--- src/hw/rtl/cdac_pkg.sv ---
// Shared types, constants and helpers for the DAC calibration and note block.
// No dependencies; cdac_table, cdac_seq, the top and the testbench import it.
package cdac_pkg;

  localparam int unsigned TBL_W           = 16;
  localparam int unsigned CODE_W          = 12;
  localparam int unsigned MEASURED_POINTS = 9;
  localparam int unsigned EXTRAP_SHIFT    = 3;
  localparam int unsigned SEMIS_PER_SEG   = 6;
  localparam int unsigned MAX_NOTE        = 83;

  localparam logic [TBL_W-1:0] CODE_LIMIT = 16'd4096;
  // note / 6 for notes up to MAX_NOTE: (note * 43) >> 8
  localparam logic [5:0]       SEG_MUL    = 6'd43;
  // x / 6 for 16-bit x: (x * 43691) >> 18
  localparam logic [15:0]      DIV6_MUL   = 16'd43691;
  localparam int unsigned      DIV6_SHIFT = 18;

  typedef enum logic [1:0] {
    ACT_START  = 2'd0,
    ACT_SAMPLE = 2'd1,
    ACT_NOTE   = 2'd2
  } action_e;

  localparam logic KIND_WRITE = 1'b0;
  localparam logic KIND_DONE  = 1'b1;

  localparam logic [1:0] REF_CHAN [4] = '{2'd3, 2'd3, 2'd3, 2'd0};
  localparam logic [CODE_W-1:0] REF_CODE [MEASURED_POINTS] = '{
    12'd0, 12'd500, 12'd1000, 12'd1500, 12'd2000, 12'd2500, 12'd3000, 12'd3500, 12'd4000
  };

  typedef struct packed {
    logic [1:0] action;
    logic [1:0] channel;
    logic [6:0] note;
    logic       comparator_high;
  } cdac_req_t;

  typedef struct packed {
    logic        kind;
    logic        chip_select;
    logic [15:0] dac_word;
    logic        last;
  } cdac_rsp_t;

  // bit15: odd channel, bit12: active, low 12 bits: code
  function automatic logic [15:0] make_word(input logic [1:0] ch, input logic [CODE_W-1:0] code);
    return {ch[0], 3'b001, code};
  endfunction

endpackage

--- src/hw/rtl/cdac_stream_if.sv ---
// Valid/ready request channel with a typed payload.
// Payload types come from cdac_pkg at the point of instantiation.
interface cdac_stream_if #(
  parameter type payload_t = logic
);
  logic     valid;
  logic     ready;
  payload_t payload;

  modport source (output valid, output payload, input ready);
  modport sink   (input valid, input payload, output ready);
endinterface

--- src/hw/rtl/cdac_ram.sv ---
// Generic single-port-write, single-port-read RAM with registered read data.
// No dependencies.
module cdac_ram #(
  parameter int unsigned WIDTH = 16,
  parameter int unsigned DEPTH = 60,
  localparam int unsigned AW   = $clog2(DEPTH)
) (
  input  logic             clk_i,
  input  logic             we_i,
  input  logic [AW-1:0]    waddr_i,
  input  logic [WIDTH-1:0] wdata_i,
  input  logic             re_i,
  input  logic [AW-1:0]    raddr_i,
  output logic [WIDTH-1:0] rdata_o
);

  logic [WIDTH-1:0] mem_q [DEPTH];
  logic [WIDTH-1:0] rdata_q;

  always_ff @(posedge clk_i) begin
    if (we_i) begin
      mem_q[waddr_i] <= wdata_i;
    end
    if (re_i) begin
      rdata_q <= mem_q[raddr_i];
    end
  end

  assign rdata_o = rdata_q;

endmodule

--- src/hw/rtl/cdac_table.sv ---
// Calibration table: cdac_ram plus per-entry valid bits so the table reads
// as zero after reset. Depends on cdac_pkg and cdac_ram.
module cdac_table
  import cdac_pkg::*;
#(
  parameter int unsigned DEPTH = 60,
  localparam int unsigned AW   = $clog2(DEPTH)
) (
  input  logic             clk_i,
  input  logic             rst_ni,
  input  logic             we_i,
  input  logic [AW-1:0]    waddr_i,
  input  logic [TBL_W-1:0] wdata_i,
  input  logic             re_i,
  input  logic [AW-1:0]    raddr_i,
  output logic [TBL_W-1:0] rdata_o
);

  logic [DEPTH-1:0] valid_q;
  logic             rd_valid_q;
  logic [TBL_W-1:0] ram_rdata;

  cdac_ram #(
    .WIDTH (TBL_W),
    .DEPTH (DEPTH)
  ) u_ram (
    .clk_i   (clk_i),
    .we_i    (we_i),
    .waddr_i (waddr_i),
    .wdata_i (wdata_i),
    .re_i    (re_i),
    .raddr_i (raddr_i),
    .rdata_o (ram_rdata)
  );

  always_ff @(posedge clk_i or negedge rst_ni) begin
    if (!rst_ni) begin
      valid_q    <= '0;
      rd_valid_q <= 1'b0;
    end else begin
      if (we_i) begin
        valid_q[waddr_i] <= 1'b1;
      end
      if (re_i) begin
        rd_valid_q <= valid_q[raddr_i];
      end
    end
  end

  assign rdata_o = rd_valid_q ? ram_rdata : '0;

endmodule

--- src/hw/rtl/cdac_seq.sv ---
// Sequencer: decodes requests, runs table read-modify-write, extrapolation
// and note interpolation, and holds the output register. Depends on cdac_pkg and cdac_stream_if.
module cdac_seq
  import cdac_pkg::*;
#(
  parameter int unsigned NUM_CHANNELS = 4,
  parameter int unsigned TABLE_POINTS = 15,
  localparam int unsigned TBL_AW      = $clog2(NUM_CHANNELS * TABLE_POINTS)
) (
  input  logic              clk_i,
  input  logic              rst_ni,
  cdac_stream_if.sink       in_i,
  cdac_stream_if.source     out_o,
  output logic              tbl_we_o,
  output logic [TBL_AW-1:0] tbl_waddr_o,
  output logic [TBL_W-1:0]  tbl_wdata_o,
  output logic              tbl_re_o,
  output logic [TBL_AW-1:0] tbl_raddr_o,
  input  logic [TBL_W-1:0]  tbl_rdata_i
);

  typedef enum logic [3:0] {
    S_IDLE, S_ZERO_ALL, S_BEGIN, S_POINT_CH, S_INC_RD, S_WR_EMIT, S_EXT_RD0,
    S_EXT_RD1, S_EXT_WR, S_DONE, S_NOTE_RD0, S_NOTE_RD1, S_NOTE_DIV, S_NOTE_MUL
  } state_e;

  function automatic logic chan_ok(input logic [1:0] ch);
    return {1'b0, ch} < 3'(NUM_CHANNELS);
  endfunction

  function automatic logic [TBL_AW-1:0] addr_of(input logic [1:0] ch, input logic [3:0] idx);
    return TBL_AW'(ch) * TBL_AW'(TABLE_POINTS) + TBL_AW'(idx);
  endfunction

  state_e           state_q, state_d;
  logic [1:0]       cnt_q, cnt_d;
  logic [1:0]       ch_q, ch_d;
  logic [1:0]       cal_ch_q, cal_ch_d;
  logic             calibrating_q, calibrating_d;
  logic [3:0]       pt_q, pt_d;
  logic [3:0]       idx_q, idx_d;
  logic [2:0]       k_q, k_d;
  logic [TBL_W-1:0] val_q, val_d;
  logic [TBL_W-1:0] step_q, step_d;
  logic [15:0]      mag_q, mag_d;
  logic             neg_q, neg_d;
  logic [13:0]      quot_q, quot_d;
  logic             out_valid_q, out_valid_d;
  cdac_rsp_t        out_data_q, out_data_d;

  cdac_req_t         req;
  logic [12:0]       note_prod;
  logic [3:0]        note_seg;
  logic [2:0]        note_k;
  logic              note_ok;
  logic [16:0]       note_diff;
  logic [31:0]       div_prod;
  logic [TBL_W-1:0]  note_size;
  logic [TBL_W-1:0]  note_code;
  logic [TBL_W-1:0]  inc_val;
  logic [TBL_W-1:0]  ext_val;
  logic [1:0]        ref_ch;

  logic              slot_free;
  logic              emit_req;
  logic              emit_fire;
  logic              emit_done;
  logic              emit_last;
  logic [1:0]        emit_ch;
  logic [CODE_W-1:0] emit_code;
  cdac_rsp_t         emit_rsp;

  assign req       = in_i.payload;
  assign note_prod = 13'(req.note) * 13'(SEG_MUL);
  assign note_seg  = note_prod[11:8];
  assign note_k    = 3'(req.note - 7'(note_seg) * 7'(SEMIS_PER_SEG));
  assign note_ok   = chan_ok(req.channel) && (req.note <= 7'(MAX_NOTE))
                     && (5'(note_seg) + 5'd1 < 5'(TABLE_POINTS));

  assign note_diff = {1'b0, tbl_rdata_i} - {1'b0, val_q};
  assign div_prod  = 32'(mag_q) * 32'(DIV6_MUL);
  assign note_size = neg_q ? (16'd0 - {2'b00, quot_q}) : {2'b00, quot_q};
  assign note_code = val_q + 16'(note_size * 16'(k_q));
  assign inc_val   = tbl_rdata_i + 16'd1;
  assign ext_val   = val_q + step_q;
  assign ref_ch    = REF_CHAN[ch_q];

  assign slot_free = !out_valid_q || out_o.ready;
  assign emit_fire = emit_req && slot_free;

  always_comb begin
    emit_rsp.kind        = emit_done ? KIND_DONE : KIND_WRITE;
    emit_rsp.chip_select = emit_done ? 1'b0 : emit_ch[1];
    emit_rsp.dac_word    = emit_done ? 16'd0 : make_word(emit_ch, emit_code);
    emit_rsp.last        = emit_last;
  end

  always_comb begin
    state_d       = state_q;
    cnt_d         = cnt_q;
    ch_d          = ch_q;
    cal_ch_d      = cal_ch_q;
    calibrating_d = calibrating_q;
    pt_d          = pt_q;
    idx_d         = idx_q;
    k_d           = k_q;
    val_d         = val_q;
    step_d        = step_q;
    mag_d         = mag_q;
    neg_d         = neg_q;
    quot_d        = quot_q;
    tbl_we_o      = 1'b0;
    tbl_waddr_o   = '0;
    tbl_wdata_o   = '0;
    tbl_re_o      = 1'b0;
    tbl_raddr_o   = '0;
    emit_req      = 1'b0;
    emit_done     = 1'b0;
    emit_last     = 1'b0;
    emit_ch       = ch_q;
    emit_code     = '0;

    unique case (state_q)
      S_IDLE: begin
        if (in_i.valid) begin
          unique case (req.action)
            ACT_START: begin
              if (chan_ok(req.channel)) begin
                ch_d          = req.channel;
                cal_ch_d      = req.channel;
                calibrating_d = 1'b1;
                pt_d          = '0;
                cnt_d         = '0;
                state_d       = S_ZERO_ALL;
              end
            end
            ACT_SAMPLE: begin
              if (calibrating_q) begin
                ch_d = cal_ch_q;
                if (!req.comparator_high) begin
                  tbl_re_o    = 1'b1;
                  tbl_raddr_o = addr_of(cal_ch_q, pt_q);
                  state_d     = S_INC_RD;
                end else if (pt_q < 4'(MEASURED_POINTS - 1)) begin
                  pt_d    = pt_q + 4'd1;
                  state_d = S_BEGIN;
                end else begin
                  tbl_re_o      = 1'b1;
                  tbl_raddr_o   = addr_of(cal_ch_q, 4'(MEASURED_POINTS - 1));
                  calibrating_d = 1'b0;
                  pt_d          = '0;
                  state_d       = S_EXT_RD0;
                end
              end
            end
            ACT_NOTE: begin
              if (note_ok) begin
                ch_d        = req.channel;
                idx_d       = note_seg;
                k_d         = note_k;
                tbl_re_o    = 1'b1;
                tbl_raddr_o = addr_of(req.channel, note_seg);
                state_d     = S_NOTE_RD0;
              end
            end
            default: ;
          endcase
        end
      end
      S_ZERO_ALL: begin
        emit_req = 1'b1;
        emit_ch  = cnt_q;
        if (emit_fire) begin
          if (cnt_q == 2'(NUM_CHANNELS - 1)) begin
            state_d = S_BEGIN;
          end else begin
            cnt_d = cnt_q + 2'd1;
          end
        end
      end
      S_BEGIN: begin
        tbl_we_o    = 1'b1;
        tbl_waddr_o = addr_of(ch_q, pt_q);
        if (chan_ok(ref_ch)) begin
          emit_req  = 1'b1;
          emit_ch   = ref_ch;
          emit_code = REF_CODE[pt_q];
          if (emit_fire) begin
            state_d = S_POINT_CH;
          end
        end else begin
          state_d = S_POINT_CH;
        end
      end
      S_POINT_CH: begin
        emit_req  = 1'b1;
        emit_last = 1'b1;
        if (emit_fire) begin
          state_d = S_IDLE;
        end
      end
      S_INC_RD: begin
        tbl_we_o    = 1'b1;
        tbl_waddr_o = addr_of(ch_q, pt_q);
        tbl_wdata_o = inc_val;
        val_d       = inc_val;
        state_d     = S_WR_EMIT;
      end
      S_WR_EMIT: begin
        if (val_q < CODE_LIMIT) begin
          emit_req  = 1'b1;
          emit_last = 1'b1;
          emit_code = val_q[CODE_W-1:0];
          if (emit_fire) begin
            state_d = S_IDLE;
          end
        end else begin
          state_d = S_IDLE;
        end
      end
      S_EXT_RD0: begin
        val_d       = tbl_rdata_i;
        tbl_re_o    = 1'b1;
        tbl_raddr_o = addr_of(ch_q, 4'd0);
        state_d     = S_EXT_RD1;
      end
      S_EXT_RD1: begin
        step_d  = (val_q - tbl_rdata_i) >> EXTRAP_SHIFT;
        idx_d   = 4'(MEASURED_POINTS);
        state_d = S_EXT_WR;
      end
      S_EXT_WR: begin
        tbl_we_o    = 1'b1;
        tbl_waddr_o = addr_of(ch_q, idx_q);
        tbl_wdata_o = ext_val;
        val_d       = ext_val;
        if (idx_q == 4'(TABLE_POINTS - 1)) begin
          state_d = S_DONE;
        end else begin
          idx_d = idx_q + 4'd1;
        end
      end
      S_DONE: begin
        emit_req  = 1'b1;
        emit_done = 1'b1;
        emit_last = 1'b1;
        if (emit_fire) begin
          state_d = S_IDLE;
        end
      end
      S_NOTE_RD0: begin
        val_d       = tbl_rdata_i;
        tbl_re_o    = 1'b1;
        tbl_raddr_o = addr_of(ch_q, idx_q + 4'd1);
        state_d     = S_NOTE_RD1;
      end
      S_NOTE_RD1: begin
        neg_d   = note_diff[16];
        mag_d   = note_diff[16] ? 16'(17'd0 - note_diff) : note_diff[15:0];
        state_d = S_NOTE_DIV;
      end
      S_NOTE_DIV: begin
        quot_d  = div_prod[31:DIV6_SHIFT];
        state_d = S_NOTE_MUL;
      end
      S_NOTE_MUL: begin
        val_d   = note_code;
        state_d = S_WR_EMIT;
      end
      default: state_d = S_IDLE;
    endcase

    out_valid_d = emit_fire ? 1'b1 : (out_valid_q && !out_o.ready);
    out_data_d  = emit_fire ? emit_rsp : out_data_q;
  end

  always_ff @(posedge clk_i or negedge rst_ni) begin
    if (!rst_ni) begin
      state_q       <= S_IDLE;
      cnt_q         <= '0;
      ch_q          <= '0;
      cal_ch_q      <= '0;
      calibrating_q <= 1'b0;
      pt_q          <= '0;
      idx_q         <= '0;
      k_q           <= '0;
      val_q         <= '0;
      step_q        <= '0;
      mag_q         <= '0;
      neg_q         <= 1'b0;
      quot_q        <= '0;
      out_valid_q   <= 1'b0;
      out_data_q    <= '0;
    end else begin
      state_q       <= state_d;
      cnt_q         <= cnt_d;
      ch_q          <= ch_d;
      cal_ch_q      <= cal_ch_d;
      calibrating_q <= calibrating_d;
      pt_q          <= pt_d;
      idx_q         <= idx_d;
      k_q           <= k_d;
      val_q         <= val_d;
      step_q        <= step_d;
      mag_q         <= mag_d;
      neg_q         <= neg_d;
      quot_q        <= quot_d;
      out_valid_q   <= out_valid_d;
      out_data_q    <= out_data_d;
    end
  end

  assign in_i.ready    = (state_q == S_IDLE);
  assign out_o.valid   = out_valid_q;
  assign out_o.payload = out_data_q;

endmodule

--- src/hw/rtl/cv_dac_calibrate_and_note.sv ---
// Ramp calibration and note output for a two-chip, four-channel 12-bit DAC.
// Requests are start, comparator sample and note; each may produce up to six
// results (DAC write commands or a calibration-done marker, last on the final
// one). One request is worked on at a time and the next is taken as soon as
// the sequencer is back in idle, even while the last result still sits in the
// output register. All table accesses share one memory read port and one
// write port with registered read data. A low sample reads, increments and
// writes back its entry; a note reads two entries, divides their difference
// by six and scales it; a start or a point change zeroes the point's entry;
// the final high sample reads two entries and writes the extrapolated ones.
// Each result waits until the output register is free. The table reads as
// zero after reset through per-entry valid bits, so no clearing pass runs.
// Depends on cdac_pkg, cdac_stream_if, cdac_seq and cdac_table.
module cv_dac_calibrate_and_note
  import cdac_pkg::*;
#(
  parameter int unsigned NUM_CHANNELS = 4,
  parameter int unsigned TABLE_POINTS = 15
) (
  input  logic          clk_i,
  input  logic          rst_ni,
  cdac_stream_if.sink   in_i,
  cdac_stream_if.source out_o
);

  localparam int unsigned TBL_DEPTH = NUM_CHANNELS * TABLE_POINTS;
  localparam int unsigned TBL_AW    = $clog2(TBL_DEPTH);

  logic              tbl_we;
  logic [TBL_AW-1:0] tbl_waddr;
  logic [TBL_W-1:0]  tbl_wdata;
  logic              tbl_re;
  logic [TBL_AW-1:0] tbl_raddr;
  logic [TBL_W-1:0]  tbl_rdata;

  cdac_seq #(
    .NUM_CHANNELS (NUM_CHANNELS),
    .TABLE_POINTS (TABLE_POINTS)
  ) u_seq (
    .clk_i       (clk_i),
    .rst_ni      (rst_ni),
    .in_i        (in_i),
    .out_o       (out_o),
    .tbl_we_o    (tbl_we),
    .tbl_waddr_o (tbl_waddr),
    .tbl_wdata_o (tbl_wdata),
    .tbl_re_o    (tbl_re),
    .tbl_raddr_o (tbl_raddr),
    .tbl_rdata_i (tbl_rdata)
  );

  cdac_table #(
    .DEPTH (TBL_DEPTH)
  ) u_table (
    .clk_i   (clk_i),
    .rst_ni  (rst_ni),
    .we_i    (tbl_we),
    .waddr_i (tbl_waddr),
    .wdata_i (tbl_wdata),
    .re_i    (tbl_re),
    .raddr_i (tbl_raddr),
    .rdata_o (tbl_rdata)
  );

`ifndef SYNTHESIS
  // read-modify-write never overlaps a read of the entry being written
  a_no_rw_collision: assert property (@(posedge clk_i) disable iff (!rst_ni)
    tbl_we && tbl_re |-> tbl_waddr != tbl_raddr)
    else $error("table read and write hit the same entry");

  a_no_write_on_accept: assert property (@(posedge clk_i) disable iff (!rst_ni)
    in_i.valid && in_i.ready |-> !tbl_we)
    else $error("table written while a new request is accepted");

  a_done_shape: assert property (@(posedge clk_i) disable iff (!rst_ni)
    out_o.valid && out_o.payload.kind == KIND_DONE |->
      out_o.payload.last && !out_o.payload.chip_select && out_o.payload.dac_word == 16'd0)
    else $error("malformed calibration-done result");

  a_write_active_bit: assert property (@(posedge clk_i) disable iff (!rst_ni)
    out_o.valid && out_o.payload.kind == KIND_WRITE |-> out_o.payload.dac_word[12])
    else $error("DAC write without active bit");
`endif

endmodule

--- src/flat_wrapper.sv ---
// flat-port wrapper written by rule: the top's interface ports become plain ports
module cv_dac_calibrate_and_note_flat import cdac_pkg::*;
#(
  parameter int unsigned NUM_CHANNELS = 4,
  parameter int unsigned TABLE_POINTS = 15
)
  (clk_i, rst_ni, in_i_valid, in_i_payload, in_i_ready, out_o_valid, out_o_payload, out_o_ready);
  cdac_stream_if #(.payload_t(cdac_req_t)) in_i_i ();
  cdac_stream_if #(.payload_t(cdac_rsp_t)) out_o_i ();
  input  logic clk_i;
  input  logic rst_ni;
  input wire logic [$bits(in_i_i.valid)-1:0] in_i_valid;
  input wire logic [$bits(in_i_i.payload)-1:0] in_i_payload;
  output wire logic [$bits(in_i_i.ready)-1:0] in_i_ready;
  output wire logic [$bits(out_o_i.valid)-1:0] out_o_valid;
  output wire logic [$bits(out_o_i.payload)-1:0] out_o_payload;
  input wire logic [$bits(out_o_i.ready)-1:0] out_o_ready;
  assign in_i_i.valid = in_i_valid;
  assign in_i_i.payload = in_i_payload;
  assign in_i_ready = in_i_i.ready;
  assign out_o_valid = out_o_i.valid;
  assign out_o_payload = out_o_i.payload;
  assign out_o_i.ready = out_o_ready;
  cv_dac_calibrate_and_note #(.NUM_CHANNELS(NUM_CHANNELS), .TABLE_POINTS(TABLE_POINTS)) u_core (.clk_i(clk_i), .rst_ni(rst_ni), .in_i(in_i_i), .out_o(out_o_i));
endmodule
--- config.mk ---
export PLATFORM = sky130hd
export DESIGN_NAME = cv_dac_calibrate_and_note_flat
export DESIGN_NICKNAME = d
export VERILOG_FILES = /design/src/hw/rtl/cdac_pkg.sv /design/src/hw/rtl/cdac_stream_if.sv /design/src/hw/rtl/cdac_ram.sv /design/src/hw/rtl/cdac_table.sv /design/src/hw/rtl/cdac_seq.sv /design/src/hw/rtl/cv_dac_calibrate_and_note.sv /design/src/flat_wrapper.sv
export SDC_FILE = /design/constraint.sdc
export NUM_CORES = 2
export LEC_CHECK = 0
export ABC_AREA = 1
export BUFFER_PORTS_ARGS = -buffer_cell sky130_fd_sc_hd__buf_2
export CAP_MARGIN = 20
export CORE_ASPECT_RATIO = 0.5
export CORE_MARGIN = 3
export CORE_UTILIZATION = 39
export CTS_BUF_LIST = sky130_fd_sc_hd__clkbuf_16
export CTS_CLUSTER_DIAMETER = 40
export CTS_CLUSTER_SIZE = 12
export DETAILED_ROUTE_END_ITERATION = 12
export PLACE_DENSITY = 0.55
export SLEW_MARGIN = 20
export SYNTH_ARGS = -nofsm -noshare
export SYNTH_HDL_FRONTEND = slang
export SYNTH_HIERARCHICAL = 1
export SYNTH_SLANG_ARGS = --single-unit
--- constraint.sdc ---
create_clock -name clk_i -period 12.4 [get_ports clk_i]
set_clock_uncertainty 0.2 [all_clocks]
set_input_delay 2.48 -clock clk_i [delete_from_list [all_inputs] [get_ports clk_i]]
set_output_delay 2.48 -clock clk_i [all_outputs]
set_load 0.05 [all_outputs]
==> results.yml <==
run_status:
  status: "finished clean"
timing:
  whs_ps: 254
  fmax_mhz: 114
  slew_viol_final: 0
  setup_viol: 0
  period_needed_ps: 8740
  final.setup.tns_ps: 0
  relSlewSlack_pct: 21.4
  tightest_slew_ps: 1170
  period_share_pct: 70.5
  rsz0062_at_grt: "no"
  hold_viol_final: 0
detailed_routing:
  via_per_inst: 5.38
  detail-route-antenna-nets: 0
  drtIter0Drc: 4764
  postRouteWirelength_um: 182000
  vias: 44833
  firstDrtPassIters: 6
  drc: 0
  wire_per_inst_um: 21.9
global_routing:
  antenna_found_initial: 10
  grt_pass1_wl_um: 277000
  grt.total_usage_pct: 22.9
  grt_pass1_vias: 43830
  grt_overflow: 0
  grt_max_degree: 235
finish:
  drive_above_1_share_pct: 6.48
  nets: 6617
  synthToLayoutAreaGrowth_pct: 11.2
  final-instance-count-excl-fill: 8332
  fillers: 14325
  design_area_um2: 66500
  diodes: 0
clock_tree:
  cts_setup_buffers: 0
  insertion_delay_ps: 770
  htreeDepth: 4
  numCtsBuffers: 132
  cts_tree: "built"
  root_buffer: "clkbuf_16"
  post_cts_resized: 0
  clk_pin_slew_ps: 60
  clock_sinks: 1137
  cts_buffer_depth: 3
  postCtsHoldBufs: 0
placed_design:
  place_inst: 8123
  io_buffers: 34
  place_congestion: 0.898
  place_area_um2: 62200
  dpl.hpwl_um: 118000
floorplanning:
  io_pins: 37
  dieArea_um2: 158000
  start_util_pct: 39.7
  die_w_um: 560
  coreArea_um2: 150000
  rows: 100
  die_height_um: 283
synthesis:
  ys_types: 58
  yosys_warnings: 6
  yosysSeqAreaShare_pct: 55.8
  synth_edf_count: 976
  yosysTopAreaCellShare_pct: 49.1
  yosysTopAreaCell: "edfxtp_1"
  synth_most_common_cell: "nand2_1"
  syn_area_per_cell_um2: 9.65
  async_flop_share_pct: 14.2
  synth_common_cells: "nand2_1, edfxtp_1, nand3_1"
  ys.flop_type: "edfxtp_1"
  syn_area_um2: 59700
  synthCells: 6189
  ys_ff_latch: 1137
  synth_area_leaders: "edfxtp_1, nand2_1, nand3_1"
setup_path:
  cp.required_ps: 12820
  cp_slowest_stage_delay_ps: 810
  crit_arrival_ps: 9160
  crit_slowest_cell: "buf_4"
  cp-end-kind: "register"
  rr_endpoint: "u_core/u_seq/quot_q[7]$_DFFE_PN0P_"
  worst-path-buf-inv: 6
  crit_start: "in_i_payload[6]"
  endpoint: "u_core/u_table/u_ram/rdata_o[1]$_DFFE_PP_"
  path_class: "in2reg"
  path_common_cell: "nand2_1"
  startpoint_type: "input port"
  critical_path_depth: 31
  worstPathMaxFanout: 80
  rrSetupSlack_ps: 6420
  path_delay_family: "simple AND/OR/NAND/NOR gates"
  r2r_cells: 19
  rr_startpoint: "u_core/u_seq/mag_q[1]$_DFFE_PN0P_"
min_path:
  hold_depth: 2
  hold_path_class: "reg2reg"
flow_run:
  drv_cap: 0
[metrics by stage]
stage          util (%)  setup WS (ps)
2_1_floorplan         -           4990
3_3_place_gp       41.3           3000
3_5_place_dp       41.3           2960
4_1_cts            44.2           3740
5_1_grt            44.2           3110
6_report           44.2           3660
[final cells by class]
cell class	count	area, um^2	share of cell area, %
tap	2040	2550	3.84
timing repair buffer	142	1070	1.60
inverter	680	2590	3.90
clock buffer	135	3380	5.08
multi-input combinational	4125	22600	34.1
clock inverter	73	891	1.34
sequential	1137	33300	50.2
[per-layer routing]
metal | up-vias | global-route usage [%] | share of wire, %
met5 | - | 0 | 0.0066
li1 | 20777 | - | -
met2 | 1654 | 37.4 | 46
met4 | 2 | 6.12 | 2.3
met3 | 253 | 3.39 | 7.3
met1 | 22147 | 32.1 | 45
[kinds of logic after synthesis]
kind of cell             count (synthesis)  share of synthesized area, %
buffers and inverters                  928                          6.56
adder cells (fa/ha/maj)                383                          9.57
flip-flops                            1137                          55.8
AND/OR/NAND/NOR                       3169                          22.4
XOR/XNOR                                58                         0.850
AO/OA/AOI/OAI                          513                          4.83
other                                    1                       0.00628
[cells in the final DEF, fill, tap and decap left out, types with 38 or more instances in the layout]
cell type,instances
nand3_1,900
dfrtp_1,161
fa_1,123
buf_4,101
clkbuf_16,135
o21ai_0,236
edfxtp_1,976
nand4_1,42
nor3_1,38
inv_1,681
xor2_1,42
a21oi_1,137
nand2_1,1790
nor2_1,324
ha_1,260
[worst min-delay path, cell delays in order, from the launching register on]
cell,delay (ps)
dfrtp_1,310
inv_1,40
o21ai_0,60
[state kept, by name, summed over array words and instances (netlist names), 2 cells and up]
name / cells
u_core/u_seq/cal_ch_q: 2
u_core/u_seq/ch_q: 2
u_core/u_seq/cnt_q: 2
u_core/u_seq/idx_q: 4
u_core/u_seq/k_q: 3
u_core/u_seq/mag_q: 16
u_core/u_seq/out_o.payload: 17
u_core/u_seq/pt_q: 4
u_core/u_seq/quot_q: 14
u_core/u_seq/state_q: 4
u_core/u_seq/step_q: 13
u_core/u_seq/val_q: 16
u_core/u_table/u_ram/mem_q: 960
u_core/u_table/u_ram/rdata_o: 16
u_core/u_table/valid_q: 60
[worst min path at each step]
stage | slack, ps | startpoint | endpoint
final | 250 | u_core/u_table/valid_q[34]$_DFFE_PN0P_ | u_core/u_table/valid_q[34]$_DFFE_PN0P_
after detailed placement | 250 | u_core/u_table/valid_q[51]$_DFFE_PN0P_ | u_core/u_table/valid_q[51]$_DFFE_PN0P_
after global placement | 240 | u_core/u_table/valid_q[53]$_DFFE_PN0P_ | u_core/u_table/valid_q[53]$_DFFE_PN0P_
after CTS | 260 | u_core/u_table/valid_q[51]$_DFFE_PN0P_ | u_core/u_table/valid_q[51]$_DFFE_PN0P_
after floorplan | 230 | u_core/u_table/valid_q[0]$_DFFE_PN0P_ | u_core/u_table/valid_q[0]$_DFFE_PN0P_
after global routing | 270 | u_core/u_table/valid_q[20]$_DFFE_PN0P_ | u_core/u_table/valid_q[20]$_DFFE_PN0P_
Power is not shown: default switching activity piles up to over one toggle a cycle in this logic, so the estimate is an artifact.
